**src/rtl/rsd_pkg.sv**
```systemverilog
// rsd_pkg: shared types, codes and the RGBE to binary32 conversion
// for the RGBE scanline run-length decoder. No dependencies.
package rsd_pkg;

  localparam int RUN_BIAS   = 128;
  localparam int EXP_OFFSET = 136 - 127;
  localparam logic [7:0] HDR_MAGIC = 8'd2;

  localparam logic [1:0] KIND_LINE  = 2'd0;
  localparam logic [1:0] KIND_PIXEL = 2'd1;
  localparam logic [1:0] KIND_ERROR = 2'd2;

  localparam logic [2:0] ERR_NONE     = 3'd0;
  localparam logic [2:0] ERR_HEADER   = 3'd1;
  localparam logic [2:0] ERR_OVERFLOW = 3'd2;
  localparam logic [2:0] ERR_TRUNC    = 3'd3;
  localparam logic [2:0] ERR_BUSY     = 3'd4;

  typedef struct packed {
    logic       is_read;
    logic [7:0] data;
    logic       eod;
  } item_t;

  typedef enum logic [1:0] {
    ST_IDLE,
    ST_FILL,
    ST_READ,
    ST_EMIT
  } eng_state_t;

  // exact binary32 of m * 2^(e-136), +0 when m or e is zero
  function automatic logic [31:0] rgbe_bits(logic [7:0] m, logic [7:0] e);
    logic [2:0]  p;
    logic [8:0]  se;
    logic [31:0] sh;
    logic [31:0] r;
    p = 3'd0;
    for (int i = 1; i < 8; i++) begin
      if (m[i]) p = 3'(i);
    end
    se = 9'(p) + 9'(e);
    sh = 32'(m) << (5'd23 - 5'(p));
    if (m == 8'd0 || e == 8'd0) begin
      r = 32'd0;
    end else if (se >= 9'(EXP_OFFSET + 1)) begin
      r = {1'b0, 8'(se - 9'(EXP_OFFSET)), sh[22:0]};
    end else begin
      r = 32'(m) << (e[4:0] + 5'd13);
    end
    return r;
  endfunction

endpackage

```
**src/rtl/rsd_front.sv**
```systemverilog
// rsd_front: accepts items, classifies them and holds them in a
// two-entry queue for the engine. Depends on rsd_pkg.
module rsd_front (
  input  logic          clk,
  input  logic          rst_n,
  input  logic          in_valid,
  output logic          in_ready,
  input  logic          in_opcode,
  input  logic [7:0]    in_data_byte,
  input  logic          in_end_of_data,
  output logic          itm_valid,
  output rsd_pkg::item_t itm,
  input  logic          itm_pop
);
  import rsd_pkg::*;

  item_t      q_r [2];
  logic       wp_r, wp_nxt, rp_r, rp_nxt;
  logic [1:0] cnt_r, cnt_nxt;
  logic       push;

  assign in_ready  = (cnt_r != 2'd2);
  assign push      = in_valid && in_ready;
  assign itm_valid = (cnt_r != 2'd0);
  assign itm       = q_r[rp_r];

  always_comb begin
    wp_nxt  = wp_r ^ push;
    rp_nxt  = rp_r ^ (itm_pop && itm_valid);
    cnt_nxt = cnt_r + 2'(push) - 2'(itm_pop && itm_valid);
  end

  always_ff @(posedge clk) begin
    if (!rst_n) begin
      wp_r  <= 1'b0;
      rp_r  <= 1'b0;
      cnt_r <= 2'd0;
    end else begin
      wp_r  <= wp_nxt;
      rp_r  <= rp_nxt;
      cnt_r <= cnt_nxt;
    end
    if (push) q_r[wp_r] <= '{is_read: in_opcode, data: in_data_byte, eod: in_end_of_data};
  end
endmodule

```
**config.mk**
```make
export PLATFORM = sky130hd
export DESIGN_NAME = rsd_front
export DESIGN_NICKNAME = d
export VERILOG_FILES = /design/src/rtl/rsd_pkg.sv /design/src/rtl/rsd_front.sv
export SDC_FILE = /design/constraint.sdc
export NUM_CORES = 1
export LEC_CHECK = 0
export ABC_AREA = 0
export BUFFER_PORTS_ARGS = -buffer_cell sky130_fd_sc_hd__clkbuf_2
export CORE_ASPECT_RATIO = 0.5
export CORE_UTILIZATION = 30
export DETAILED_ROUTE_END_ITERATION = 12
export PLACE_DENSITY = 0.53
export SLEW_MARGIN = 10
export SYNTH_ARGS = -nofsm -noshare
export SYNTH_HDL_FRONTEND = slang
export SYNTH_SLANG_ARGS = --single-unit
```
**constraint.sdc**
```tcl
create_clock -name clk -period 1.8 [get_ports clk]
set_input_delay 0.18 -clock clk [delete_from_list [all_inputs] [get_ports clk]]
set_output_delay 0.18 -clock clk [all_outputs]
set_load 0.01 [all_outputs]
```
==> results.sh <==
export IMPL_setup_worst_path_end_class="flip-flop"
export IMPL_peakVddDrop_uv=363
export IMPL_antenna_found_initial=0
export IMPL_num_nets_final=105
export IMPL_cp_data_arrival_time_ns=1.44
export IMPL_p_leak_uw=0.000471
export IMPL_syn_nets=76
export IMPL_fill_cells=311
export IMPL_die_h_um=42.5
export IMPL_rr_worst_depth=3
export IMPL_multiInputGateArea_um2=274
export IMPL_slew_viol_final=0
export IMPL_r2r_end="q_r[0][1]$_DFFE_PP_"
export IMPL_drtIter0Drc=4
export IMPL_required_ns=1.71
export IMPL_outcome="finished, final reports clean"
export IMPL_dr_pass1_iters=2
export IMPL_whs_path_depth=1
export IMPL_cts_hold_buf=0
export IMPL_io_pins=26
export IMPL_gp_congestion=0.714
export IMPL_final_cell_mix="clkbuf_2 (25), edfxtp_1 (20), mux2_2 (10)"
export IMPL_yosysWarnings=0
export IMPL_io_buffers=25
export IMPL_initial_core_util=0.321
export IMPL_cp_start_kind="flip-flop"
export IMPL_vias=571
export IMPL_yosysUniqueCellTypes=21
export IMPL_grt_pass1_vias=591
export IMPL_maxCapViolations=0
export IMPL_cts_tree="built"
export IMPL_clkSlewWorstSetupHoldPaths_ns=0.08
export IMPL_fin_setup_tns_ns=0
export IMPL_skew_ns=0.000771
export IMPL_p_per_area_nw_per_um2=1200
export IMPL_finalInstanceArea_um2=1200
export IMPL_timing_final_hold_violations=0
export IMPL_p_total_uw=1440
export IMPL_hp_class="primary input to flip-flop"
export IMPL_drc_errors=0
export IMPL_yosysTopAreaCell="edfxtp_1"
export IMPL_die_w_um=83.0
export IMPL_cts_max_level=1
export IMPL_netlist_top_cells_area="edfxtp_1 (61%), mux2_2 (11%), dfxtp_1 (10%)"
export IMPL_grt_pass1_wl_um=2620
export IMPL_reg2reg_from="cnt_r[0]$_SDFF_PN0_"
export IMPL_dpl_cell_area_um2=1150
export IMPL_core_um2=3070
export IMPL_r2r_slack_ns=0.27
export IMPL_relSlewSlack=0.681
export IMPL_postCtsSetupRepairBufs=0
export IMPL_grt_total_usage=0.102
export IMPL_grt_start_max_net_pins=14
export IMPL_dieArea_um2=3520
export IMPL_seq_area_frac_synth=0.712
export IMPL_final_common_cell="clkbuf_2"
export IMPL_drt_wl_total_um=1530
export IMPL_grt_setup_unrepaired="false"
export IMPL_clock_sinks=25
export IMPL_diodes=0
export IMPL_clk_latency_ns=0.26
export IMPL_finalCritPeriodShare=0.852
export IMPL_syn_cell_area_um2=983
export IMPL_avgRoutedWirePerCell_um=11.9
export IMPL_tightest_slew_ns=0.479
export IMPL_num_rows=14
export IMPL_cts_buffer_depth=2
export IMPL_syn_avg_cell_area_um2=16.4
export IMPL_synth_cells=60
export IMPL_fmax_mhz=652
export IMPL_drtAntennaViolNets=0
export IMPL_cts_made_buffers=3
export IMPL_syn_to_final_growth_pct=21.9
export IMPL_whs_endpoint="q_r[1][4]$_DFFE_PP_"
export IMPL_synth_seq_cells=25
export IMPL_post_route_min_period_ns=1.53
export IMPL_min_delay_start="in_data_byte[3]"
export IMPL_drive_gt1_frac=0.455
export IMPL_postCtsResizedCells=0
export IMPL_critPathKind="flip-flop to flip-flop"
export IMPL_ff_latch_area_um2=701
export IMPL_grt_overflow_total=0
export IMPL_ctsRootBufferMaster="clkbuf_8"
export IMPL_synth_top_area_share=0.611
export IMPL_via_per_inst=4.46
export IMPL_setup_viol_count_final=0
export IMPL_cp_max_fo=10
[power breakdown]
group | switching (µW) | internal (µW) | total [µW]
logic | 163 | 185 | 348
clock network | 152 | 158 | 310
registers | 61.1 | 719 | 780
total | 376 | 1060 | 1440
[cell usage after synthesis (all sizes together)]
master  count
o21ai       2
and3        1
dfxtp       5
ha          2
or2         1
or2b        1
a32oi       1
a21bo       1
nand3       1
nand2       1
xnor2       1
edfxtp     20
mux2i       1
mux2       10
buf         1
and2        4
a211oi      1
inv         1
nand2b      1
nor2b       2
nor2        2
[per-stage QoR]
step	std cells	setup WS (ns)	hold slack, ns	utilization
after global placement	124	0.342	0.372	0.376
after CTS	128	0.225	0.0998	0.391
after global routing	128	0.104	0.0919	0.391
after floorplan	60	0.389	0.279	-
after detailed placement	124	0.237	0.374	0.376
final	128	0.266	0.108	0.391
[layer usage]
layer	global-route usage	up-vias	part of all wire
met2	0.193	15	0.57
met4	0.0517	0	0
li1	-	279	-
met1	0.0939	277	0.38
met5	0	-	0
met3	0.0453	0	0.048
[cell type report]
type | instances | area share
Clock buffer | 4 | 0.0376
Inverter | 1 | 0.00313
Multi-Input combinational cell | 33 | 0.229
Sequential cell | 25 | 0.585
Tap cell | 40 | 0.0418
Timing Repair Buffer | 25 | 0.104
[worst max path at each step]
stage,cells after the start,endpoint,slack [ns],start
2_1_floorplan,3,q_r[0][0]$_DFFE_PP_,0.39,cnt_r[0]$_SDFF_PN0_
3_3_place_gp,3,q_r[0][9]$_DFFE_PP_,0.34,cnt_r[0]$_SDFF_PN0_
3_5_place_dp,3,q_r[0][5]$_DFFE_PP_,0.24,cnt_r[0]$_SDFF_PN0_
4_1_cts,3,q_r[0][1]$_DFFE_PP_,0.22,cnt_r[0]$_SDFF_PN0_
5_1_grt,3,q_r[0][1]$_DFFE_PP_,0.10,cnt_r[0]$_SDFF_PN0_
6_report,3,q_r[0][1]$_DFFE_PP_,0.27,cnt_r[0]$_SDFF_PN0_
[critical path: stages, from the launching register on]
cell and delay, ns:
dfxtp_1 0.44, nand2b_1 0.16, and2_1 0.14, ha_1 0.44
[sequential cells by signal, indices dropped and copies added (netlist names), named ones only]
signal,cells
q_r,20
cnt_r,2
rp_r,1
wp_r,1
[cells by family after synthesis]
kind of cell	share of synthesized area
xor+xnor	0.00891
mux	0.125
simple gates	0.0827
flops	0.712
buf+inv	0.00890
fa+ha+maj	0.0254
compound gates	0.0369
Note: power is estimated with default switching activity, not from simulation.
